$ cat src/rtl/quadrilateral_shape_classifier_assert.svh
// ----------------------------------------------------------------------------
// Assertion macros for the quadrilateral shape classifier
// Clocked on clk and switched off while rst_n is low.
// ----------------------------------------------------------------------------
`ifndef QUADRILATERAL_SHAPE_CLASSIFIER_ASSERT_SVH
`define QUADRILATERAL_SHAPE_CLASSIFIER_ASSERT_SVH

// Consequent checked in the same cycle as the antecedent.
`define QSC_ASSERT_SAME(label, ante, cons) \
    label: assert property (@(posedge clk) disable iff (!rst_n) (ante) |-> (cons)) \
        else $error("quadrilateral shape classifier check failed");

// Consequent checked in the cycle after the antecedent.
`define QSC_ASSERT_NEXT(label, ante, cons) \
    label: assert property (@(posedge clk) disable iff (!rst_n) (ante) |=> (cons)) \
        else $error("quadrilateral shape classifier check failed");

`endif

$ cat src/rtl/qsc_pkg.sv
// ----------------------------------------------------------------------------
// qsc_pkg
// Shared types and constants of the quadrilateral shape classifier.
// ----------------------------------------------------------------------------
package qsc_pkg;

    localparam int COORD_BITS_DEF = 16;

    // Valid shift line depth, from the input register to the result register.
    localparam int PIPE_DEPTH = 9;

    // Slots of the length vector: four sides, then the two diagonals.
    localparam int N_LEN  = 6;
    localparam int LEN_S0 = 0;
    localparam int LEN_S1 = 1;
    localparam int LEN_S2 = 2;
    localparam int LEN_S3 = 3;
    localparam int LEN_D1 = 4;
    localparam int LEN_D2 = 5;

    typedef enum logic [2:0] {
        SHAPE_SQUARE        = 3'd0,
        SHAPE_RECTANGLE     = 3'd1,
        SHAPE_RHOMBUS       = 3'd2,
        SHAPE_PARALLELOGRAM = 3'd3,
        SHAPE_TRAPEZIUM     = 3'd4,
        SHAPE_ORDINARY      = 3'd5
    } shape_t;

    // Sign of a sum of two products; both flags low means zero.
    typedef struct packed {
        logic pos;
        logic neg;
    } sign_t;

endpackage

$ cat src/rtl/qsc_sign_lane.sv
// ----------------------------------------------------------------------------
// qsc_sign_lane
// Two-stage lane giving the sign of a*b + c*d for signed operands.
// ----------------------------------------------------------------------------
module qsc_sign_lane #(
    parameter int W = qsc_pkg::COORD_BITS_DEF + 1
) (
    input  logic                clk,
    input  logic signed [W-1:0] a,
    input  logic signed [W-1:0] b,
    input  logic signed [W-1:0] c,
    input  logic signed [W-1:0] d,
    output qsc_pkg::sign_t      sgn
);

    localparam int PW = 2 * W;

    logic signed [PW-1:0] p_reg;
    logic signed [PW-1:0] q_reg;
    logic signed [PW:0]   sum_next;
    qsc_pkg::sign_t       sgn_reg;
    qsc_pkg::sign_t       sgn_next;

    always_ff @(posedge clk)
    begin
        p_reg   <= a * b;
        q_reg   <= c * d;
        sgn_reg <= sgn_next;
    end

    // One extra bit keeps the sum exact.
    always_comb
    begin
        sum_next     = (PW + 1)'(p_reg) + (PW + 1)'(q_reg);
        sgn_next.neg = sum_next[PW];
        sgn_next.pos = !sum_next[PW] && (sum_next != '0);
    end

    assign sgn = sgn_reg;

endmodule

$ cat config.mk
export PLATFORM = sky130hd
export DESIGN_NAME = qsc_sign_lane
export DESIGN_NICKNAME = d
export VERILOG_FILES = /design/src/rtl/quadrilateral_shape_classifier_assert.svh /design/src/rtl/qsc_pkg.sv /design/src/rtl/qsc_sign_lane.sv
export SDC_FILE = /design/constraint.sdc
export NUM_CORES = 2
export LEC_CHECK = 0
export BUFFER_PORTS_ARGS = -buffer_cell sky130_fd_sc_hd__buf_2
export CORE_ASPECT_RATIO = 1.4
export CORE_MARGIN = 2
export CORE_UTILIZATION = 40
export DETAILED_ROUTE_END_ITERATION = 12
export PLACE_DENSITY = 0.58
export SYNTH_ARGS = -nofsm -noshare
export SYNTH_HDL_FRONTEND = slang
export SYNTH_SLANG_ARGS = --single-unit
$ cat constraint.sdc
create_clock -name clk -period 15.44 [get_ports clk]
set_input_delay 0 -clock clk [delete_from_list [all_inputs] [get_ports clk]]
set_output_delay 0 -clock clk [all_outputs]
set_load 0.03 [all_outputs]
After elaboration in Yosys (flattened, before gate mapping)
Cells that the tools add are included.
- shift-type cells: 0
- multiply operators: 2
- reductions and logical operators: 3
- equality and inequality tests: 0
- $lt $le $gt $ge: 0
- add/subtract/negate cells: 1
- muxes and demuxes: 0
- div/mod/pow operators: 0
- bitwise operators: 0
- operator list (operator ; number):
    $mul 17x17->34 ; 2
    $add 34x34->35 ; 1
    $reduce_bool 35->1 ; 1
    $logic_and 1x1->1 ; 1
    $logic_not 1->1 ; 1
- logic and storage cells: 10
- latch bits: 0
- memories kept: 0
- bits in read-only memories: 0
- flip-flop bits (word level): 70
- memory bits (writable): 0

Logic depth before layout (Yosys ltp)
- word-level depth: 3
- mapped depth: 25

Least setup slack after synthesis
No wires, ideal clock.
- path kind: input to register
- start: input d[2]
- end: register q_reg[32]
- setup time: 0.121 ns
- cell stages on the path: 20
- path slack: 9.717 ns
- required time: 15.319 ns
- arrival: 5.602 ns
- cells stage by stage: clkbuf_1 -> nand2_1 -> inv_1 -> fa_1 -> fa_1 -> fa_1 -> fa_1 -> fa_1 -> inv_1 -> fa_1 -> inv_1 -> ha_1 -> a21o_1 -> or3_1 -> a211o_1 -> a31o_1 -> and2_1 -> o21a_1 -> mux2i_1 -> nand2_1
- longest elaborated chain between the ends: 1
- ends and longest elaborated chain (element ; line ; text):
    start: declaration ; qsc_sign_lane.sv:12 ; input logic signed [W-1:0] d,
    $mul 17x17->34 ; qsc_sign_lane.sv:27 ; q_reg <= c * d;
    end signal: assignment ; qsc_sign_lane.sv:27 ;
    end: declaration ; qsc_sign_lane.sv:19 ; logic signed [PW-1:0] q_reg;
Every way passes these cells.

Worst setup path after layout
Ends and elaborated chain as after synthesis.

==> flow_results.org <==
** Global routing
- Global routing used 19.6% of the available tracks across all layers.
- The initial antenna violation count was 0.
- GRT overflow :: 0
- Largest net degree at the start of global routing :: 18
- The via count of the first global-routing pass is around 20000.
- The first global-routing pass estimated 103000 um of wire.

** Routing
- After detailed routing, the number of vias per cell comes to approximately 5.
- Wires add up to 60200 um.
- After detailed routing, the number of remaining DRC violations is 0.
- Average wire per standard cell :: roughly 17 um
- Antenna violation net count after detailed routing :: 0
- Via total after detailed routing :: ~17000
- First-pass detailed-route iteration total :: 7
- In this run, the number of DRC markers left after iteration 0 of detailed routing was approximately 660.

** Worst hold path
- Endpoint of the worst hold-timing path :: p_reg[0]
- Worst hold-check path type :: input pin to register
- The worst hold path begins at b[0].
- The worst hold path was traced through 2 stages.

** STA
- Summed over all failing endpoints, the final setup total negative slack is 0 ps.
- Clock skew after layout :: between 4 and 5 ps
- After layout, the minimum clock period comes to about 6000 ps.
- The total count of max-transition violations in the final report came to 0.
- Setup repair after global routing left no endpoint under its margin.
- Worst slew slack as a fraction of its limit :: 51.5%
- F_max :: about 0.17 GHz
- Setup-failing EPs final :: 0
- The number of failing hold endpoints at the final stage is 0.
- Dividing the final minimum period by the clock period gives between 30% and 40%.
- Worst Max-Slew Pin Slew :: 726 ps

** Run status
- Run status :: completed

** Yosys
- Net count of the mapped netlist :: between 3000 and 4000
- Yosys synthesis warning count :: 0
- Number of distinct standard cells referenced by the synthesized netlist :: a little over 80
- Mean instance size in the synthesized netlist :: around 9.2 um^2
- In this run, synthesis inferred 0 flip-flops with an integrated enable.
- Yosys reg bits :: 70
- In the synthesized netlist the dominant register cell turns out to be dfxtp_1.
- Cell Area, Synth :: around 25000 um^2
- Post-synthesis cell count :: approximately 2700
- For this run, asynchronously set or reset flops after synthesis account for 0%.
- Register area share after synthesis :: ~5.6%

** Floorplan
- The floorplan has between 100 and 150 rows.
- Die footprint :: between 60000 and 70000 um^2
- Area of the core :: approximately 62000 um^2
- Die extent in y :: about 300 um
- Width of the die :: between 200 and 250 um
- Boundary Pins :: 71
- Starting density of the core :: roughly 41%

** Layout
- Counting the fill cells in the layout gives approximately 6000.
- Layout Utilization :: a little over two fifths
- For this run, the post-layout net count is roughly 3600.
- Share of cells above drive strength 1 :: under 10%
- Footprint of the flip-flops and latches :: around 1400 um^2
- The number of antenna diodes in the final layout is 0.
- The multi-input combinational cells in the finished layout cover a total of 20900 um^2.
- In the layout the commonest cells are inv_1 (656), fa_1 (593), nand2_1 (292).
- Signed area change from the synthesized netlist to the final layout :: 5.04%
- The library cell used most frequently in the layout, excluding fill and tap cells, is inv_1.

** Setup path
- For flop-to-flop paths, the worst setup slack is around 12000 ps.
- Number of cell instances on the worst register-to-register path :: 11
- Traced cell by cell, the critical path runs through buf_2 > nand2_1 > inv_1 > fa_1 > fa_1 > fa_1 > fa_1 > fa_1 > inv_1 > fa_1 > inv_1 > ha_1 > nand2_1 > inv_1 > nand2_1 > a311oi_1 > a211o_1 > a31o_1 > and2_1 > o21a_1 > mux2i_1 > nand2_1.
- Capturing point of the worst reg2reg path :: sgn[1]
- The worst setup path is of the input pin to register kind.
- Largest stage delay on the critical path :: roughly 900 ps
- Maximum fanout encountered on the critical timing path :: 17
- Crit path launch type :: input pin
- In this run the worst setup path begins at d[2].
- Data on the critical path is required at its endpoint by approximately 16000 ps.
- Critical path arrival :: 6240 ps
- The cell that appears most often on the critical path is fa_1.
- Highest-delay cell along the critical path :: fa_1
- Setup crit end kind :: register
- The startpoint identified for the worst register-to-register timing path is p_reg[31].

** Placed design
- The wire-length estimate of the detail-placed layout is approximately 52000 um.
- Port buffering added 70 buffers.
- Final RePlAce weighted congestion :: roughly 0.9

** Clocking
- Quantity of hold-fixing buffers added after cts :: 0
- CTS tree :: built
- # Post-CTS Setup Buffers :: 0
- Clock slew seen by the registers of the worst setup and hold paths :: around 50 ps
- The clock drives 70 sinks.
- Resized Gates After CTS :: 0
- For the worst-skew pair, the clock arrives at the later sink with an insertion delay of about 340 ps.
- Number of H-tree levels :: 3
- Root buffer selected by CTS :: clkbuf_16
- CTS Buf Count :: 9
- No sink is reached through more buffers than the 2 on the longest clock path.

** Flow run
- Max-cap violation count :: 0
==> logic make-up after synthesis <==
family          Yosys count  synth area share (%)
compound gates          271                  7.45
xor+xnor                 78                  2.72
fa+ha+maj               797                  57.4
buf+inv                 742                  11.3
flops                    70                  5.58
mux                       7                 0.284
simple gates            759                  15.2
==> critical path, delay by kind of cell <==
family,cells,cell delay [ps]
and+or+nand+nor,5,570
adders and majority gates,7,3800
muxes,1,180
AOI/OAI and AO/OA,4,1020
buffers and inverters,5,630
==> worst max path at each step <==
stage                            to  slack, ps  depth (start not counted)
after floorplan           q_reg[32]       9720                         20
after CTS                 q_reg[32]       9350                         22
after global routing      q_reg[32]       9210                         22
final                     q_reg[32]       9420                         22
after detailed placement  q_reg[32]       9030                         22
after global placement    q_reg[32]       9140                         22
==> per-layer routing <==
metal	wire, um	vias up	share of wire, %	global-route usage (%)
met5	0	-	0	0
met4	1560	0	2.6	5.96
met3	1160	83	1.9	0.737
met2	32900	272	55	38.0
met1	24600	9011	41	23.4
li1	-	8127	-	-
==> synth_stat cells (all sizes together), types with 6 or more instances <==
cell type,count,area (um^2)
nand3,17,85.1
buf,10,98.8
nor3,19,105
xor2,11,96.3
and2,291,1820
fa,593,11900
nand2,293,1100
and3,7,43.8
o21a,19,143
o21ai,50,262
nand2b,21,131
clkbuf,76,285
a21o,36,272
o21bai,9,78.8
a31oi,10,62.6
xnor2,67,587
nand4,8,50.1
nor2,74,280
a21oi,74,385
a21boi,8,60.1
a211oi,9,87.6
mux2i,6,60.1
a2111oi,6,71.3
dfxtp,70,1400
ha,204,2550
inv,656,2460
nor2b,7,43.8
==> stage by stage <==
stage	hold slack (ps)	area, um^2	instances	worst slack, ps
floorplan	122	25100	2724	9720
global placement	494	26100	3533	9140
detailed placement	481	26100	3533	9030
CTS	133	26400	3548	9350
global route	139	26400	3548	9210
finish	132	26400	3548	9420
==> final cells by class <==
class | instances | share of cell area (%)
Timing Repair Buffer | 70 | 1.33
Inverter | 656 | 9.33
Sequential cell | 70 | 5.31
Clock inverter | 1 | 0.0190
Clock buffer | 14 | 1.00
Tap cell | 825 | 3.91
Multi-Input combinational cell | 1912 | 79.1
Power is not shown: default switching activity piles up to over one toggle a cycle in this logic, so the estimate is an artifact.
