`src/rtl/quadrilateral_shape_classifier_assert.svh`:
```
// ----------------------------------------------------------------------------
// Assertion macros for the quadrilateral shape classifier
// Clocked on clk and switched off while rst_n is low.
// ----------------------------------------------------------------------------
`ifndef QUADRILATERAL_SHAPE_CLASSIFIER_ASSERT_SVH
`define QUADRILATERAL_SHAPE_CLASSIFIER_ASSERT_SVH

// Consequent checked in the same cycle as the antecedent.
`define QSC_ASSERT_SAME(label, ante, cons) \
    label: assert property (@(posedge clk) disable iff (!rst_n) (ante) |-> (cons)) \
        else $error("quadrilateral shape classifier check failed");

// Consequent checked in the cycle after the antecedent.
`define QSC_ASSERT_NEXT(label, ante, cons) \
    label: assert property (@(posedge clk) disable iff (!rst_n) (ante) |=> (cons)) \
        else $error("quadrilateral shape classifier check failed");

`endif

```
`src/rtl/qsc_pkg.sv`:
```
// ----------------------------------------------------------------------------
// qsc_pkg
// Shared types and constants of the quadrilateral shape classifier.
// ----------------------------------------------------------------------------
package qsc_pkg;

    localparam int COORD_BITS_DEF = 16;

    // Valid shift line depth, from the input register to the result register.
    localparam int PIPE_DEPTH = 9;

    // Slots of the length vector: four sides, then the two diagonals.
    localparam int N_LEN  = 6;
    localparam int LEN_S0 = 0;
    localparam int LEN_S1 = 1;
    localparam int LEN_S2 = 2;
    localparam int LEN_S3 = 3;
    localparam int LEN_D1 = 4;
    localparam int LEN_D2 = 5;

    typedef enum logic [2:0] {
        SHAPE_SQUARE        = 3'd0,
        SHAPE_RECTANGLE     = 3'd1,
        SHAPE_RHOMBUS       = 3'd2,
        SHAPE_PARALLELOGRAM = 3'd3,
        SHAPE_TRAPEZIUM     = 3'd4,
        SHAPE_ORDINARY      = 3'd5
    } shape_t;

    // Sign of a sum of two products; both flags low means zero.
    typedef struct packed {
        logic pos;
        logic neg;
    } sign_t;

endpackage

```
`src/rtl/qsc_len_lane.sv`:
```
// ----------------------------------------------------------------------------
// qsc_len_lane
// Two-stage lane giving the exact squared length dx*dx + dy*dy.
// ----------------------------------------------------------------------------
module qsc_len_lane #(
    parameter int W = qsc_pkg::COORD_BITS_DEF + 1
) (
    input  logic                clk,
    input  logic signed [W-1:0] dx,
    input  logic signed [W-1:0] dy,
    output logic [2*W-1:0]      len
);

    localparam int LW = 2 * W;

    logic signed [LW-1:0] sq_x_reg;
    logic signed [LW-1:0] sq_y_reg;
    logic [LW-1:0]        len_reg;
    logic [LW-1:0]        len_next;

    always_ff @(posedge clk)
    begin
        sq_x_reg <= dx * dx;
        sq_y_reg <= dy * dy;
        len_reg  <= len_next;
    end

    // Each square is at most a quarter of the range, so the sum fits.
    assign len_next = $unsigned(sq_x_reg) + $unsigned(sq_y_reg);
    assign len      = len_reg;

endmodule

```
`config.mk`:
```
export PLATFORM = sky130hd
export DESIGN_NAME = qsc_len_lane
export DESIGN_NICKNAME = d
export VERILOG_FILES = /design/src/rtl/quadrilateral_shape_classifier_assert.svh /design/src/rtl/qsc_pkg.sv /design/src/rtl/qsc_len_lane.sv
export SDC_FILE = /design/constraint.sdc
export NUM_CORES = 1
export LEC_CHECK = 0
export ABC_AREA = 1
export BUFFER_PORTS_ARGS = -buffer_cell sky130_fd_sc_hd__clkbuf_2
export CORE_AREA = 2 2 244 246
export CTS_CLUSTER_SIZE = 40
export DETAILED_ROUTE_END_ITERATION = 7
export DIE_AREA = 0 0 246 248
export PLACE_DENSITY = 0.68
export SYNTH_ARGS = -nofsm -noshare
export SYNTH_HDL_FRONTEND = slang
export SYNTH_SLANG_ARGS = --single-unit
```
`constraint.sdc`:
```
create_clock -name clk -period 7.6 [get_ports clk]
set_input_delay 0 -clock clk [delete_from_list [all_inputs] [get_ports clk]]
set_output_delay 0 -clock clk [all_outputs]
set_load 0.03 [all_outputs]
```
### Yosys cells after proc, flatten, opt, wreduce, memory -nomap -nowiden

Cells that the tools add are included.

* bits in registers: 102
* input port bits: 35
* output and inout bits: 34
* word-level logic and storage cells: 6

* $add $sub $neg: 1
* multipliers: 2

Operators by type and width (count)
* 17-bit by 17-bit multiplier with 34-bit output: 2
* 34-bit adder: 1

### Longest topological paths before layout

* word-level depth: 1
* depth in mapped cells: 27
* mapped depth without buffers: 25

### Worst setup path after synthesis

OpenSTA, ideal clock, no wires.

* kind: input to register
* start: input dy[2]
* end: register sq_y_reg[33]
* setup time: 0.113 ns
* arrival: 5.124 ns
* data required time: 7.487 ns
* slack: 2.363 ns
* cell stages on the path: 21
* buffers on the path: 2
* path through: clkbuf_1 > clkbuf_1 > nand2_1 > inv_1 > fa_1 > fa_1 > fa_1 > fa_1 > fa_1 > inv_1 > fa_1 > inv_1 > ha_1 > nand2_2 > inv_1 > a21oi_1 > nand2_1 > a21oi_1 > nand2_1 > nand2_1 > nand2_1

* cells in the longest elaborated chain, start to end: 1

Ends and longest elaborated chain
* start, declared: RTL line qsc_len_lane.sv:10 `input logic signed [W-1:0] dy,`
* 17-bit by 17-bit multiplier with 34-bit output: RTL line qsc_len_lane.sv:24 `sq_y_reg <= dy * dy;`
* end signal, assigned: RTL line qsc_len_lane.sv:24
* end, declared: RTL line qsc_len_lane.sv:17 `logic signed [LW-1:0] sq_y_reg;`

No other way between the ends.

### Worst setup path in the final report

* start: input dy[16]
* end: register sq_y_reg[23]

The elaborated chain is that of the path after synthesis.

==> results.env <==
RUN_STATUS='complete, no violations'
SYNTH_ASYNC_SR_FLOP_SHARE_PCT=0
MOST_FREQUENT_CELL_AFTER_SYNTHESIS='sky130_fd_sc_hd__inv_1'
FINAL.PERIOD_UTILIZATION_PCT=70.9
N_ANTENNA_CELL=0
SYNTH_MUX_AREA_SHARE_PCT=0.0432
VIA_COUNT_OF_THE_FIRST_GLOBAL_ROUTING_PASS=20300
TIMING.MAX_SLEW.REL_SLACK_PCT=47.3
SYNTH_COMPOUND_AREA_SHARE_PCT=2.49
LARGEST_REGISTER_FF_COUNT=34
COMBINATIONAL_FAMILY_WITH_THE_MOST_AREA_AFTER_SYNTHESIS='adder cells'
FIN_SKEW_PS=7.12
FINAL_ANTENNA_NET_COUNT=0
SYNTH_TOP_CELL_AREA_SHARE_PCT=40.8
NUMBER_OF_DISTINCT_LIBRARY_CELLS_AFTER_SYNTHESIS=35
CP.ARRIVAL_PS=5650
YS_TOP_CELLS_BY_COUNT='1,058 x sky130_fd_sc_hd__inv_1, 905 x sky130_fd_sc_hd__nand2_1, 532 x sky130_fd_sc_hd__fa_1'
POST_SYNTH_MAIN_AREA_CONTRIBUTORS='sky130_fd_sc_hd__fa_1 41%, sky130_fd_sc_hd__inv_1 15%, sky130_fd_sc_hd__nand2_1 13%'
DETAIL_PLACEMENT_HPWL_UM=50500
LAYOUT.CORE_UTILIZATION_PCT=46.9
BOUNDARYPINS=69
SYN2LAYOUT_AREA_GROWTH_PCT=5.14
SYNTHESIS.AREA_UM2=26100
NNETSFINAL=4213
CORE_UM2=58500
SETUP_REPAIR_AFTER_GLOBAL_ROUTING_MISSED_ITS_MARGIN='no'
GRT_MAX_DEGREE=23
PLACE.GP.CONGESTION=0.933
CTS_RESIZED=0
TIMING.FINAL.SETUP_VIOLATIONS=0
SYNTH_XOR_XNOR_AREA_SHARE_PCT=2.45
TIMING.FINAL.CRIT_PERIOD_PS=5390
YS_SEQ_AREA_SHARE_PCT=7.68
POST_SYNTH_FA_HA_MAJ_AREA_FRACTION_PCT=51.1
CLK_TRANSITION_REPORTED_PATHS_PS=70
ROUTED-VIA-COUNT=19700
SETUP-TNS-FINAL_PS=0
TIGHTESTPINTRANSITION_PS=789
VIAS_PER_CELL=4.68
CTS_TREE='done'
DIE-HEIGHT_UM=248
DETAIL_ROUTE.FIRST_PASS.ITERATIONS=7
CRITPATHTOPFAMILY='adder cells'
DIE_AREA_UM2=61000
GRT_UTIL_ALL_LAYERS_PCT=20.0
CLOCK_TREE_ROOT_DRIVER_CELL='sky130_fd_sc_hd__clkbuf_16'
YOSYSWARNINGCOUNT=0
MAXCLOCKFREQUENCY_MHz=186
GRT_ANTENNA_BEFORE_REPAIR=0
CRITICAL_PATH.ENDPOINT_TYPE='flop'
TIMING.HOLD.WORST.CLASS='in -> reg'
ROWS=89
PLACEMENT.IO_BUFFERS=68
CELLS_ALONG_THE_CRITICAL_PATH='clkbuf_2 > inv_1 > or2_2 > xor2_1 > ha_1 > o21bai_1 > fa_1 > fa_1 > fa_1 > fa_1 > inv_1 > fa_1 > inv_1 > ha_1 > nand2_2 > nor2_1 > inv_1 > nor2_1 > nand4_1 > nand4_1 > nand2_1'
AVGROUTEDWIREPERCELL_UM=13.5
DRIVE_GT1_SHARE_PCT=4.39
INITIAL_CORE_UTIL_PCT=44.6
WORSTPATHMAXFANOUT=21
POST_SYNTH_AND_OR_NAND_NOR_AREA_FRACTION_PCT=19.9
CTS_HTREE_LEVELS=3
POSTCTSSETUPBUFFERS=0
HOLDBUFCOUNTCTS=0
TIMING_HOLD_VIOLATIONS_FINAL=0
TOTALWIRELENGTH_UM=56700
GRT_PASS1_WL_UM=98100
CLK_PATH_BUF_DEPTH=2
CRITICAL-PATH-SLOWEST-CELL='sky130_fd_sc_hd__fa_1'
DRV_SLEW=0
POSTSYNTHAREAPERCELL_UM2=7.61
YS_SEQ_ELEMENTS=100
GLOBAL_ROUTE.OVERFLOW_TOTAL=0
DIE-WIDTH_UM=246
LARGEST_STAGE_DELAY_ON_THE_CRITICAL_PATH_PS=520
REQUIRED_TIME_WORST_ENDPOINT_PS=7860
POST_SYNTH_INST_COUNT=3426
MAPPEDNETLISTNETS=4207
CRIT_PATH_FREQUENT_CELL='sky130_fd_sc_hd__fa_1'
CLOCK_SINKS=100
DRT_DRC_VIOLATIONS_LEFT=0
YOSYSTOPAREACELL='sky130_fd_sc_hd__fa_1'
CRIT_BUF_INV=5
CRITPATHLAUNCHTYPE='input port'
YS_DOMINANT_REG_CELL='sky130_fd_sc_hd__dfxtp_1'
SYNTH-EDFF-COUNT=0
HOLDWS_PS=172
CRITPATHKIND='in -> reg'
SOURCE_TO_SINK_CLOCK_DELAY_AT_THE_LATER_PIN_OF_THE_WORST_SKEW_PAIR_PS=360
INSERTED_CLOCK_BUFFERS=9
MAX_CAP_VIOL_COUNT=0
FIRST_ITER_VIOLATIONS=1118
[worst register-to-register path, delay by kind of cell (launching register included)]
kind / cells / cell delay (ps)
adder cells (fa/ha/maj): 1 / 430
AND/OR/NAND/NOR: 7 / 1100
flip-flops: 1 / 330
[cell usage in the layout (no fill, tap or decap), drive strengths merged, types with 10 or more instances in the layout]
| master | count |
|---|---|
| a21oi | 66 |
| clkbuf | 77 |
| dfxtp | 100 |
| fa | 532 |
| ha | 214 |
| inv | 1065 |
| nand2 | 926 |
| nand3 | 111 |
| nand4 | 26 |
| nor2 | 150 |
| nor3 | 16 |
| o21ai | 12 |
| o21bai | 21 |
| or2 | 10 |
| xnor2 | 13 |
| xor2 | 60 |
[final timing paths]
check | to | slack (ps) | depth (start not counted) | from
setup / recovery | sq_y_reg[23] | 2210 | 21 | dy[16]
hold / removal | sq_x_reg[0] | 170 | 1 | dx[0]
setup reg to reg | len[31] | 5620 | 8 | sq_x_reg[26]
hold reg to reg | len[0] | 450 | 1 | sq_y_reg[0]
[through the flow]
step	area (um^2)	instances	setup WS [ps]
6_report	27400	4210	2210
3_3_place_gp	27100	4194	1910
2_1_floorplan	26100	3426	2360
5_1_grt	27400	4210	1890
4_1_cts	27400	4210	2240
3_5_place_dp	27100	4194	1850
[logic make-up (layout without fill, tap and decap cells)]
family,after synthesis,in the layout
AO/OA/AOI/OAI,111,111
XOR/XNOR,73,73
adder cells (fa/ha/maj),746,746
buffers and inverters,1136,1147
flip-flops,100,100
multiplexers,1,1
AND/OR/NAND/NOR,1259,1259
[metal layers]
metal  vias to the layer above  part of all wire [%]  track usage (%)
met4                         0                   1.4             3.28
met5                         -                     0                0
met2                       390                    47             33.4
met3                        56                   4.7             2.45
met1                      9514                    47             28.3
li1                       9744                     -                -
[layout make-up]
cell class,instances,area [um^2]
Fill cell,5855,31000
Multi-Input combinational cell,2190,19800
Inverter,1063,3990
Sequential cell,100,2000
Tap cell,773,967
Timing Repair Buffer,68,340
Clock buffer,9,225
Clock inverter,7,82.6
Power is not shown: default switching activity piles up to over one toggle a cycle in this logic, so the estimate is an artifact.
