`src/rtl/quadrilateral_shape_classifier_assert.svh`:
```
// ----------------------------------------------------------------------------
// Assertion macros for the quadrilateral shape classifier
// Clocked on clk and switched off while rst_n is low.
// ----------------------------------------------------------------------------
`ifndef QUADRILATERAL_SHAPE_CLASSIFIER_ASSERT_SVH
`define QUADRILATERAL_SHAPE_CLASSIFIER_ASSERT_SVH

// Consequent checked in the same cycle as the antecedent.
`define QSC_ASSERT_SAME(label, ante, cons) \
    label: assert property (@(posedge clk) disable iff (!rst_n) (ante) |-> (cons)) \
        else $error("quadrilateral shape classifier check failed");

// Consequent checked in the cycle after the antecedent.
`define QSC_ASSERT_NEXT(label, ante, cons) \
    label: assert property (@(posedge clk) disable iff (!rst_n) (ante) |=> (cons)) \
        else $error("quadrilateral shape classifier check failed");

`endif

```
`src/rtl/qsc_pkg.sv`:
```
// ----------------------------------------------------------------------------
// qsc_pkg
// Shared types and constants of the quadrilateral shape classifier.
// ----------------------------------------------------------------------------
package qsc_pkg;

    localparam int COORD_BITS_DEF = 16;

    // Valid shift line depth, from the input register to the result register.
    localparam int PIPE_DEPTH = 9;

    // Slots of the length vector: four sides, then the two diagonals.
    localparam int N_LEN  = 6;
    localparam int LEN_S0 = 0;
    localparam int LEN_S1 = 1;
    localparam int LEN_S2 = 2;
    localparam int LEN_S3 = 3;
    localparam int LEN_D1 = 4;
    localparam int LEN_D2 = 5;

    typedef enum logic [2:0] {
        SHAPE_SQUARE        = 3'd0,
        SHAPE_RECTANGLE     = 3'd1,
        SHAPE_RHOMBUS       = 3'd2,
        SHAPE_PARALLELOGRAM = 3'd3,
        SHAPE_TRAPEZIUM     = 3'd4,
        SHAPE_ORDINARY      = 3'd5
    } shape_t;

    // Sign of a sum of two products; both flags low means zero.
    typedef struct packed {
        logic pos;
        logic neg;
    } sign_t;

endpackage

```
`src/rtl/qsc_classify.sv`:
```
// ----------------------------------------------------------------------------
// qsc_classify
// Merging stage: turns the six lengths and two parallel tests into a code.
// ----------------------------------------------------------------------------
module qsc_classify #(
    parameter int LW = 2 * (qsc_pkg::COORD_BITS_DEF + 1)
) (
    input  logic                              clk,
    input  logic [qsc_pkg::N_LEN-1:0][LW-1:0] len,
    input  qsc_pkg::sign_t                    par_a,
    input  qsc_pkg::sign_t                    par_b,
    output qsc_pkg::shape_t                   code
);

    qsc_pkg::shape_t code_reg;
    qsc_pkg::shape_t code_next;
    logic            opp_equal;
    logic            all_equal;
    logic            diag_equal;
    logic            has_parallel;

    always_ff @(posedge clk)
    begin
        code_reg <= code_next;
    end

    always_comb
    begin
        opp_equal    = (len[qsc_pkg::LEN_S0] == len[qsc_pkg::LEN_S2])
                    && (len[qsc_pkg::LEN_S1] == len[qsc_pkg::LEN_S3]);
        all_equal    = (len[qsc_pkg::LEN_S0] == len[qsc_pkg::LEN_S1]);
        diag_equal   = (len[qsc_pkg::LEN_D1] == len[qsc_pkg::LEN_D2]);
        // A zero cross product means the two sides are parallel.
        has_parallel = (!par_a.pos && !par_a.neg) || (!par_b.pos && !par_b.neg);

        priority if (opp_equal && all_equal)
        begin
            code_next = diag_equal ? qsc_pkg::SHAPE_SQUARE : qsc_pkg::SHAPE_RHOMBUS;
        end
        else if (opp_equal)
        begin
            code_next = diag_equal ? qsc_pkg::SHAPE_RECTANGLE
                                   : qsc_pkg::SHAPE_PARALLELOGRAM;
        end
        else if (has_parallel)
        begin
            code_next = qsc_pkg::SHAPE_TRAPEZIUM;
        end
        else
        begin
            code_next = qsc_pkg::SHAPE_ORDINARY;
        end
    end

    assign code = code_reg;

endmodule

```
`config.mk`:
```
export PLATFORM = sky130hd
export DESIGN_NAME = qsc_classify
export DESIGN_NICKNAME = d
export VERILOG_FILES = /design/src/rtl/quadrilateral_shape_classifier_assert.svh /design/src/rtl/qsc_pkg.sv /design/src/rtl/qsc_classify.sv
export SDC_FILE = /design/constraint.sdc
export NUM_CORES = 1
export LEC_CHECK = 0
export BUFFER_PORTS_ARGS = -buffer_cell sky130_fd_sc_hd__buf_2
export CAP_MARGIN = 30
export CELL_PAD_IN_SITES_DETAIL_PLACEMENT = 1
export CELL_PAD_IN_SITES_GLOBAL_PLACEMENT = 2
export CORE_MARGIN = 4
export CORE_UTILIZATION = 13
export DETAILED_ROUTE_END_ITERATION = 10
export PLACE_DENSITY_LB_ADDON = 0.1
export SYNTH_ARGS = -nofsm -noshare
export SYNTH_HDL_FRONTEND = slang
export SYNTH_SLANG_ARGS = --single-unit
```
`constraint.sdc`:
```
create_clock -name clk -period 1.1 [get_ports clk]
set_input_delay 0.165 -clock clk [delete_from_list [all_inputs] [get_ports clk]]
set_output_delay 0.165 -clock clk [all_outputs]
set_load 0.01 [all_outputs]
```
# Yosys cells after proc, flatten, opt, wreduce, memory -nomap -nowiden
# Index checks and enable logic that the tools add are counted.
[totals]
output_inout_bits = 3
in_bits = 209
word_cells = 19
register_bits = 3
[op_classes]
reduce_logical = 9
muxes = 5
n_eq_ne = 4
[op_table]
columns = ["op", "n"]
rows = [
  ["$eq A34 B34 Y1", 4],
  ["$mux W3", 2],
  ["$logic_and A1 B1 Y1", 4],
  ["$logic_not A1 Y1", 4],
  ["$mux W2", 2],
  ["$logic_or A1 B1 Y1", 1],
  ["$mux W1", 1],
]

# Longest topological paths before layout
# Gate-level depths: netlist of the first run.
[logic_depth]
ltp_word = 6
depth_mapped = 6
ltp_nobuf = 6

# Least setup slack after synthesis of the first run
# OpenSTA, ideal clock, no wires.
[synth_path]
kind = "input to register"
start = "in len[120] in the netlist's numbering"
end = "reg code_reg[0] (netlist: code[0])"
slack_ns = -0.122
t_arrival_ns = 1.095
required_ns = 0.973
n_path_buf = 0
stages = 6
setup_ns = 0.127
cell_sequence = "xor2_1 -> nor4_1 -> nand4_1 -> nor4_2 -> nand3_2 -> mux2i_1"
[synth_via]
elab_chain_cells = 4
elab_cells_between_ends = 5
classes_between = "eq/ne: 1; mux: 2; reduce/logical: 2"
[synth_rtl]
columns = ["item", "line", "rtl"]
rows = [
  ["start, declared", "qsc_classify.sv:9", "input logic [qsc_pkg::N_LEN-1:0][LW-1:0] len,"],
  ["$eq A34 B34 Y1 *", "qsc_classify.sv:30", "&& (len[qsc_pkg::LEN_S1] == len[qsc_pkg::LEN_S3]);"],
  ["$logic_and A1 B1 Y1 *", "qsc_classify.sv:30", ""],
  ["$mux W3 / $logic_and A1 B1 Y1 (equally long branches)", "qsc_classify.sv:40, qsc_classify.sv:36", ""],
  ["$mux W3 *", "qsc_classify.sv:36", "priority if (opp_equal && all_equal)"],
  ["end signal, assigned", "qsc_classify.sv:24", "code_reg <= code_next;"],
  ["end, declared", "qsc_classify.sv:15", "qsc_pkg::shape_t code_reg;"],
]
# Mark *: on every way between the ends. The rest lies on a longest branch, timed or not.

# Final worst setup path of the first run
[layout_path]
start = "in len[23] in the netlist's numbering"
end = "reg code_reg[0] (netlist: code[0])"
[layout_via]
elab_chain_cells = 4
elab_cells_between_ends = 6
classes_between = "eq/ne: 2; mux: 2; reduce/logical: 2"
[layout_rtl]
columns = ["item", "line", "rtl"]
rows = [
  ["$eq A34 B34 Y1", "qsc_classify.sv:29", "opp_equal = (len[qsc_pkg::LEN_S0] == len[qsc_pkg::LEN_S2])"],
  ["$logic_and A1 B1 Y1", "qsc_classify.sv:30", ""],
  ["$mux W3 / $logic_and A1 B1 Y1 (equally long branches)", "qsc_classify.sv:40, qsc_classify.sv:36", ""],
  ["$mux W3 *", "qsc_classify.sv:36", ""],
]
# Marks and branches as above.

==> results, run 1 <==
- The area growth from synthesis to layout is 110.4%.
- The detailed-route wire length per cell is 14.91 um.
- Synthesis handed over a netlist of 186 instances.
- The number of max-slew violations in the final report came to 0.
- The critical path is of the input port to flop type.
- The flow ran to the end, but the final reports show violations.
- The routed design has 8.827 mm of wire.
- The count of hold-fix buffers inserted at cts is 0.
- The power density over the cells is 555.1 nW/um^2.
- The final reports fail on negative setup slack.
- The signal on the critical path passes through buf_8 > xor2_2 > nor4_2 > buf_4 > nand4_1 > nor4_4 > nand3_2 > mux2i_1.
- For the worst setup path, the data required time is 1.20 ns.
- The endpoint arrival time on the critical path is 1.54 ns.
- Measured along the x axis, the die boundary spans 118.3 um.
- The number of design-rule violations left by the first detailed-router iteration is 19.
- The height of the die is 118.3 um.
- Internal power comes to 1258 uW.
- After detailed routing, the number of remaining DRC violations is 0.
- The mean area per synthesized cell is 8.503 sq um.
- The flip-flop count of the largest register after layout is 3.
- The CTS sink count is 3.
- The initial utilization of the core area, before any placement, comes to 13.22%.
- The total power consumption of the routed design is 1847 uW.
- The proportion of power drawn by the clock network is 31.1%.
- Sorting the synthesized cells by area gives the leading types as sky130_fd_sc_hd__xnor2_1 (39%), sky130_fd_sc_hd__xor2_1 (37%), sky130_fd_sc_hd__nand4_1 (7.9%), sky130_fd_sc_hd__nor4_1 (7.5%), sky130_fd_sc_hd__dfxtp_1 (3.8%).
- Synthesis instantiated 13 different standard cells from the library.
- The number of detailed-route iterations in the first pass is 4.
- The portion of synthesized cell area occupied by the leading cell type is 38.77%.
- Entering global routing, the biggest net connects 4 pins.
- In this run the tightest slew margin relative to its limit is 78.71%.
- Summed over all layers, the global routing overflow is 0.
- The floorplan die area is 13990 sq um.
- The aggregate global-route resource usage is 12.11%.
- The pin slew with the least headroom to its limit is 0.3167 ns.
- The worst-case IR drop observed on VDD is 0.2942 mV.
- After synthesis the cells add up to 1582 sq um.
- Cells fill 27.81% of the core in the end.
- Across the run, the number of max-cap violations was 0.
- After routing the design area is 3327 sq um.
- The sequential element share of the synthesized area is 3.797%.
- The worst hold path belongs to the class input port to flop.
- The cell at the root of the clock tree is sky130_fd_sc_hd__clkbuf_16.
- The reported net switching power is 589.0 uW.
- Among all stages on the critical path, the largest delay is contributed by sky130_fd_sc_hd__nor4_2.
- The number of antenna diodes in the final layout is 0.
- The share of post-route cells with drive strength above 1 is 61.35%.
- For this run, the post-layout net count is 655.
- Leaving out fill and tap cells, the most frequent cell in the layout is sky130_fd_sc_hd__buf_2.
- For the finished layout, the period the worst path requires is 1.447 ns.
- The CTS tree is done.
- The via count of the first global-routing pass was 2621.
- The net count after synthesis is 395.
- The routability congestion estimate from global placement is 0.7320.
- The boundary pin count is 212.
- Buffers placed on the I/O ports in this run total 211.
- The synthesized design contains 3 register bits.
- Setup violations remaining at the end of the flow were counted as 3.
- The cell type contributing the most total cell area after synthesis is sky130_fd_sc_hd__xnor2_1.
- Detailed routing inserted a total of 2276 vias.
- The worst setup path is captured at a flop.
- The number of vias per cell after detailed routing is 3.845.
- The power share of the sequential group is 6.1%.
- In the layout the commonest cells are sky130_fd_sc_hd__buf_2 (209), sky130_fd_sc_hd__xnor2_1 (69), sky130_fd_sc_hd__xor2_1 (65).
- The final count of hold timing violations is 0.
- Clock tree synthesis inserted a total of 3 buffers.
- The first global-routing pass estimated 13.47 mm of wire.
- In this run the deepest clock path goes through 2 buffers.
- Once placement finished, the instance area stood at 3152 sq um.
- Net switching is 31.90% of the power.
- The leakage dissipation is 0.001615 uW.
- The type of origin of the critical path is an input port.
- The floorplan has 40 rows.
- Setup repair after global routing could not meet its margin everywhere.
- The H-tree depth is 1.
- The detail route stage leaves a number of antenna-violating nets equal to 0.
- The post-layout worst setup margin is -0.3472 ns.
- The logic gate share of total power is 62.8%.
- The area of the placeable core is 11960 sq um.
- Of all nets on the critical path, the largest fanout is 3.
- The HPWL after detailed placement is 8.470 mm.
- The number of antenna violations at the first check in global routing was 1.
- After clock tree synthesis, the clock-pin slew on the worst setup and hold paths is 0.03 ns.
- The highest cell delay on the worst timing path is 0.30 ns.
- Timing would allow up to 691.0 MHz.
- In the finished design, the share of the clock period the worst path needs comes to 131.6%.
- The yosys synthesis warning count is 0.
[cell usage after synthesis]
library cell	count
sky130_fd_sc_hd__xor2_1	66
sky130_fd_sc_hd__nor4_4	1
sky130_fd_sc_hd__xnor2_1	70
sky130_fd_sc_hd__nor3_1	1
sky130_fd_sc_hd__dfxtp_1	3
sky130_fd_sc_hd__nand4_1	20
sky130_fd_sc_hd__a41oi_1	1
sky130_fd_sc_hd__mux2i_1	1
sky130_fd_sc_hd__nand4_2	1
sky130_fd_sc_hd__o22ai_1	1
sky130_fd_sc_hd__nor4_1	19
sky130_fd_sc_hd__nor4_2	1
sky130_fd_sc_hd__nand3_2	1
[worst max-delay path, delay by kind of cell]
| family | cells | cell delay (ns) |
|---|---|---|
| xor+xnor | 1 | 0.16 |
| buf+inv | 2 | 0.25 |
| simple gates | 4 | 0.82 |
| mux | 1 | 0.14 |
[per-stage QoR]
| step | instances | hold slack, ns | TNS, ns | setup WS, ns |
|---|---|---|---|---|
| 2_1_floorplan | 186 | 0.3540 | -0.2396 | -0.1221 |
| 3_5_place_dp | 588 | 0.4832 | -2.196 | -0.7763 |
| 4_1_cts | 592 | 0.2629 | -1.257 | -0.4612 |
| 6_report | 592 | 0.2544 | -0.9147 | -0.3472 |
| 5_1_grt | 592 | 0.2996 | -1.445 | -0.5323 |
| 3_3_place_gp | 588 | 0.4768 | -2.101 | -0.7436 |
[path summary, 6_finish.rpt]
check | start | endpoint | slack (ns) | depth (start not counted)
worst min-delay path | par_b[0] | code[0]$_SDFF_PP0_ | 0.25 | 3
worst max-delay path | len[23] | code[0]$_SDFF_PP0_ | -0.35 | 8
[power groups by stage]
stage	Sequential, uW	Combinational, uW	Clock, uW
detailed placement	114	1150	0
finish	113	1160	574
CTS	113	1170	589
floorplan	116	424	0
global placement	115	1140	0
global route	113	1290	607
[area by class of cell]
type,count,area (sq um)
Tap cell,147,183.9
Timing Repair Buffer,255,1403
Sequential cell,3,60.06
Clock buffer,4,78.83
Fill cell,1507,8635
Multi-Input combinational cell,183,1602
[cell families (layout without fill, tap and decap cells)]
logic type             after synthesis  after routing  share of synthesized area, %
XOR/XNOR                           136            136                         75.32
multiplexers                         1              1                        0.6329
AND/OR/NAND/NOR                     44             44                         19.30
AO/OA/AOI/OAI                        2              2                        0.9497
flip-flops                           3              3                         3.798
buffers and inverters                0            259                             0
[timing repair]
item                                    CTS  global route
pin swaps                                 1             1
gates resized for setup                   6            10
setup buffers                             0             0
endpoints found under the setup margin    3             3
[per-layer routing]
layer	vias to the layer above	part of all wire, %	GRT usage (%)
met2	136	50	22.40
met5	-	0.15	0
met3	2	11	3.923
met1	965	39	14.12
met4	2	0	0.8791
li1	1171	-	-
(Power assumes the default switching activity.)
==> run 2, diff against run 1 <==
ABC_CLOCK_PERIOD_IN_PS = 1100   (was unset)
CORE_MARGIN = unset   (was 4)
==> run 2 against run 1 <==
Compared with the run above:
- largest cell class unchanged
- power fell by 1.2%
- highest routed layer is now met4
- non-clock buffer count fell by 5
- flip-flop and latch count unchanged
- global-route usage is 1.2 points higher
- clock power about the same
- the flow finishes with violations (design-rule violations, negative setup slack)
- worst hold slack improved by 0.040 ns
- worst setup slack got worse by 0.027 ns
- critical path depth unchanged
- largest power group unchanged
- cell count shrank 1.5%
- core utilization grew 0.24 points
- first-iteration DRC count rose by 130%
- via count fell by 1.3%
==> results, run 2 (synthesis results as in run 1) <==
- The run finished, with violations left.
- The checks that failed: design-rule violations, negative setup slack.
- The via count of the first global-routing pass came to 2430.
- After layout, the worst setup slack is -0.3745 ns.
- The power density over the cells is 560.2 nW/um^2.
- The deepest clock path buffer count is 2.
- Once layout is complete, the cells apart from fillers number 583.
- The global-route congestion overflow total is 0.
- The class of the most critical hold timing path is input port to flop.
- The tool flagged a number of max-cap violations equal to 0.
- The number of antenna violations at the first check in global routing came to 1.
- The type of origin of the critical path is an input port.
- The DRC violations left is 18.
- 0 antenna diodes ended up in the layout.
- Across the VDD grid, the largest voltage drop is 0.3312 mV.
- Combinational logic burns 62.3% of the power.
- The boundary pin count is 212.
- The filler cell count is 1449.
- The floorplan die area is 12610 sq um.
- The die is 112.3 um tall.
- Subtracting the final worst setup slack from the clock period gives 1.474 ns.
- The routability congestion estimate from global placement is 0.7154.
- Setup violations remaining at the end of the flow were counted as 3.
- The type of element capturing the critical path is a flop.
- The cell at the root of the clock tree is sky130_fd_sc_hd__clkbuf_16.
- The HPWL after detailed placement is 8.005 mm.
- The CTS sink count is 3.
- In the routed layout, each cell is associated on average with a via count of 3.854.
- In the global route stage, overall resource usage came out at 13.29%.
- The synthesis-to-finish area growth is 106.0%.
- The pin slew with the least headroom to its limit is 0.3658 ns.
- For this design the total switching power over the nets is 576.9 uW.
- The number of nets in the final layout is 650.
- The worst setup path is of the input port to flop kind.
- The worst-path maximum fanout is 3.
- Buffers inserted to repair hold after CTS numbered 0.
- The final count of hold timing violations is 0.
- The area of all sequential standard cells is 60.06 sq um.
- The number of standard-cell rows in the floorplan is 39.
- The starting utilization of the core area is 13.62%.
- The number of max-slew violations in the final report is 0.
- Once layout is complete, the utilization of the core stands at 28.05%.
- The first global-routing pass estimated 12.70 mm of wire.
- After detailed routing, the total wire length is 8.287 mm.
- The switching part of the total power is 31.61%.
- In the final layout, the share of cells above drive strength 1 is 60.00%.
- Setup repair after global routing could not meet its margin everywhere.
- Entering global routing, the biggest net connects 4 pins.
- The flip-flop count of the largest register after layout is 3.
- The internal portion of total power is 1248 uW.
- The leakage dissipation is 0.001571 uW.
- The library cells used most frequently in the layout, excluding fill and tap cells, are sky130_fd_sc_hd__buf_2 (207), sky130_fd_sc_hd__xnor2_1 (70), sky130_fd_sc_hd__xor2_1 (65).
- The clock-pin slew reported for the worst setup and hold paths after clock tree synthesis is 0.03 ns.
- Once detail routing completed, the nets flagged for antenna violations numbered 0.
- In this run the number of H-tree levels came out at 1.
- The clock network is responsible for 31.6% of the overall power.
- TritonCTS created 3 clock buffers.
- The area of the placeable core is 11610 sq um.
- The post-placement cell count is 579.
- The data required time of the critical path is 1.19 ns.
- In this run, the number of DRC markers left after iteration 0 of detailed routing was 44.
- The library cell used most frequently in the layout, excluding fill and tap cells, is sky130_fd_sc_hd__buf_2.
- TritonCTS built the clock tree.
- The detailed-route wire length per cell is 14.21 um.
- The endpoint arrival time on the critical path is 1.57 ns.
- The maximum achievable frequency is 678.2 MHz.
- In the final layout, the multi-input gates occupy 1567 sq um.
- The horizontal die dimension is 112.3 um.
- The total negative setup slack is -0.9907 ns.
- The period utilization is 134.0%.
- Headroom to the max-slew limit came out at 75.39%.
- Per report_power, the sequential group accounts for 6.2% of the total.
- Input and output buffers added on the ports amount to 211.
- In this run the post-CTS setup repair buffer count came out at 0.
- The number of detailed-route iterations in the first pass is 6.
- The total vias in the final route is 2247.
[run 2: routing by layer]
metal	part of all wire (%)	track usage (%)	vias to the layer above	wire (um)
li1	-	-	1159	-
met1	38	14.65	959	3128
met2	50	24.68	127	4152
met3	12	4.806	2	971
met4	0.42	2.133	0	35
met5	0	0	-	0
[run 2: what timing repair did]
item | CTS | global route
resized for setup | 6 | 5
pin swaps | 2 | 2
endpoints found under the setup margin | 3 | 3
[run 2: worst paths after layout]
check / endpoint / depth (start not counted) / startpoint
worst max-delay path: code[0]$_SDFF_PP0_ / 8 / len[99]
worst min-delay path: code[0]$_SDFF_PP0_ / 3 / par_b[0]
[run 2: worst max-delay path, stage by stage]
cell                      delay, ns
sky130_fd_sc_hd__buf_6         0.09
sky130_fd_sc_hd__xor2_2        0.16
sky130_fd_sc_hd__nor4_2        0.27
sky130_fd_sc_hd__buf_4         0.15
sky130_fd_sc_hd__nand4_1       0.14
sky130_fd_sc_hd__nor4_2        0.25
sky130_fd_sc_hd__nand3_2       0.19
sky130_fd_sc_hd__mux2i_1       0.15
[run 2: per-stage QoR]
| step | setup WS (ns) | total power (uW) | instance area, sq um | hold slack [ns] |
|---|---|---|---|---|
| 3_3_place_gp | -0.8797 | 1243 | 3109 | 0.5270 |
| 3_5_place_dp | -0.9236 | 1251 | 3109 | 0.5380 |
| 6_report | -0.3745 | 1825 | 3258 | 0.2944 |
| 2_1_floorplan | -0.1221 | 540.4 | 1582 | 0.3540 |
| 5_1_grt | -0.4673 | 1984 | 3258 | 0.3252 |
| 4_1_cts | -0.4482 | 1866 | 3224 | 0.3061 |
[run 2: cell type report]
type,instances,share of cell area [%]
clock buffer,4,2.419
timing repair buffer,250,42.17
sequential,3,1.843
multi-input combinational,183,48.08
tap,143,5.492
[run 2: power groups by stage]
| stage | logic, uW | clock network [uW] | registers, uW |
|---|---|---|---|
| finish | 1140 | 576 | 113 |
| global placement | 1130 | 0 | 115 |
| global route | 1260 | 608 | 113 |
| detailed placement | 1140 | 0 | 115 |
| CTS | 1160 | 594 | 113 |
| floorplan | 424 | 0 | 116 |
==> run 3, diff against run 2 <==
GPL_TIMING_DRIVEN = 0   (was unset)
PLACE_DENSITY = 0.76   (was unset)
PLACE_DENSITY_LB_ADDON = unset   (was 0.1)
==> run 3 against run 2 <==
Compared with the run above:
- power shrank 3.6%
- the flow still finishes with violations (design-rule violations, negative setup slack)
- sequential power about the same
- first-iteration DRC count grew 39%
==> results, run 3 (synthesis results as in run 1) <==
- The final reports fail on design-rule violations, negative setup slack.
- The total inserted antenna cells is 0.
- The cell at the root of the clock tree is sky130_fd_sc_hd__clkbuf_16.
- The number of max-slew violations in the final report is 0.
- The routed layout has 2198 vias.
- The end point of the critical path is code[0]$_SDFF_PP0_.
- The synthesis-to-finish area growth is 92.48%.
- The starting utilization of the core area is 13.62%.
- The H-tree depth is 1.
- The CTS sink count is 3.
- Walking the worst path, the cells encountered are buf_8 > xor2_2 > nor4_2 > nand4_1 > nor4_2 > nand3_2 > mux2i_1.
- For the pin with the worst max-slew slack, the measured transition is 0.3605 ns.
- The slowest stage of the critical path is the sky130_fd_sc_hd__nor4_2 cell.
- Measured along the y axis, the die boundary spans 112.3 um.
- The critical path is of the input port to flop type.
- Setup repair after global routing could not meet its margin everywhere.
- The share of total power dissipated in the clock network is 32.8%.
- The class of the most critical hold timing path is input port to flop.
- The power density over the cells is 577.7 nW/um^2.
- The endpoint arrival time on the critical path is 1.53 ns.
- The type of element capturing the critical path is a flop.
- VDD sags by at most 0.3355 mV.
- The source of the worst hold timing path is par_b[0].
- The source of the critical timing path is len[120].
- The worst path in the final design needs a cycle of 1.431 ns, including I/O delays and setup.
- TritonCTS built the clock tree.
- Entering global routing, the biggest net connects 4 pins.
- The final count of hold timing violations is 0.
- The number of antenna violations at the first check in global routing is 0.
- Timing would allow up to 698.9 MHz.
- The clock-pin slew reported for the worst setup and hold paths after clock tree synthesis is 0.03 ns.
- The DRC violations left is 19.
- Including well taps, the total number of placed cells is 540.
- The global-route congestion overflow total is 0.
- Prior to clock tree synthesis, the placed netlist has a worst setup slack of -1.123 ns.
- The routability congestion estimate from global placement is 0.7955.
- After detailed routing, the average wire length per cell comes to 14.99 um.
- The first-pass GRT wire length is 12.15 mm.
- In this run, post-CTS hold repair placed 0 buffers.
- Leaving out fill and tap cells, the most frequent cells in the layout are sky130_fd_sc_hd__buf_2 (204), sky130_fd_sc_hd__xnor2_1 (67), sky130_fd_sc_hd__xor2_1 (65).
- The share of the core filled with cells in the final layout is 26.21%.
- Max-cap violations in this run came to 0.
- In this run, the number of DRC markers left after iteration 0 of detailed routing was 61.
- The run finished, with violations left.
- The post-CTS repair timing setup buffer count is 0.
- For this run, the post-layout net count is 611.
- For this run, the number of standard cells in the final layout without fillers is 544.
- The total clock buffers created by CTS is 3.
- Summed over all layers, the routed wires come to 8.152 mm.
- In the post-route analysis, the smallest setup slack over all paths is -0.3309 ns.
- Detailed placement finished with a half-perimeter wire length of 7.763 mm.
- The library cell used most frequently in the layout, excluding fill and tap cells, is sky130_fd_sc_hd__buf_2.
- The total of buffers placed on input and output ports is 211.
- The count of nets left with antenna violations once routing finished came out at 0.
- The share of post-route cells with drive strength above 1 is 57.36%.
- The final setup violation count is 3.
- The most numerous cell type found on the critical path is sky130_fd_sc_hd__nor4_2.
- STA classifies the critical path startpoint as an input port.
- The horizontal die dimension is 112.3 um.
- Dividing the detail-routed via count by the number of cells gives 4.040.
- The worst-path maximum fanout is 3.
- The data required time of the critical path is 1.20 ns.
- The via count of the first global-routing pass came to 2449.
- The highest cell delay on the worst timing path is 0.31 ns.
- For this design the static power due to leakage is 0.001413 uW.
- The floorplan step defined a die boundary enclosing 12610 sq um.
- The worst path uses 130.1% of the clock period.
- The relative slew slack is 75.74%.
- The deepest clock path buffer count is 2.
- The boundary pin count is 212.
- The aggregate global-route resource usage is 12.79%.
- The share of total power dissipated in sequential elements is 6.4%.
- The first detailed-routing pass ran for 9 iterations.
- The register with the most flip-flops in the layout has 3 of them.
- Of the total power, combinational logic draws 60.8%.
- The internal portion of total power is 1179 uW.
- The analysis attributes to net switching a power of 579.7 uW.
- The floorplan step defined a core boundary enclosing 11610 sq um.
- The switching part of the total power is 32.96%.
- The floorplan has 39 rows.
## run 3: cell count changes in the layout (fill, tap and decap cells not counted), sizes merged
cell,before,now
buf,250,211
## run 3: worst min path at each step
stage | to | slack (ns) | cells after the start
2_1_floorplan | code[0]$_SDFF_PP0_ | 0.35 | 2
3_3_place_gp | code[0]$_SDFF_PP0_ | 0.47 | 3
3_5_place_dp | code[0]$_SDFF_PP0_ | 0.47 | 3
4_1_cts | code[0]$_SDFF_PP0_ | 0.25 | 3
5_1_grt | code[0]$_SDFF_PP0_ | 0.27 | 3
6_report | code[0]$_SDFF_PP0_ | 0.24 | 3
## run 3: layer usage
layer	track usage, %	part of all wire, %	wire, um
met5	0	0	0
met4	3.467	1.7	136
met3	3.186	11	899
met2	26.63	54	4441
met1	12.18	33	2674
## run 3: power by group through the flow
stage / logic, uW / registers [uW] / clock network [uW]
floorplan: 424 / 116 / 0
finish: 1070 / 113 / 576
CTS: 1090 / 113 / 588
global route: 1180 / 113 / 600
global placement: 1020 / 114 / 0
detailed placement: 1030 / 114 / 0
## run 3: area by class of cell
cell class	instances	area, sq um
clock buffer	4	78.83
fill	1453	8569
multi-input combinational	183	1619
sequential	3	60.06
tap	143	178.9
timing repair buffer	211	1107
## run 3: timing repair
action / 4_1_cts / 5_1_grt
resized for setup: 22 / 4
endpoints found under the setup margin: 3 / 3
pin swaps: 3 / 2
## run 3: worst max-delay path, delay by kind of cell
family / cells / cell delay, ns
buffers and inverters: 1 / 0.10
xor gates and xnor gates: 1 / 0.16
and+or+nand+nor: 4 / 0.94
muxes: 1 / 0.15
## run 3: through the flow
step           setup TNS [ns]  instance area [sq um]  hold WS (ns)  total power, uW
2_1_floorplan         -0.2396                   1582        0.3540            540.4
3_3_place_gp           -2.813                   2816        0.4697             1130
3_5_place_dp           -2.798                   2816        0.4689             1149
4_1_cts                -1.121                   3020        0.2485             1794
5_1_grt                -1.291                   3044        0.2730             1895
6_report              -0.8686                   3044        0.2411             1759
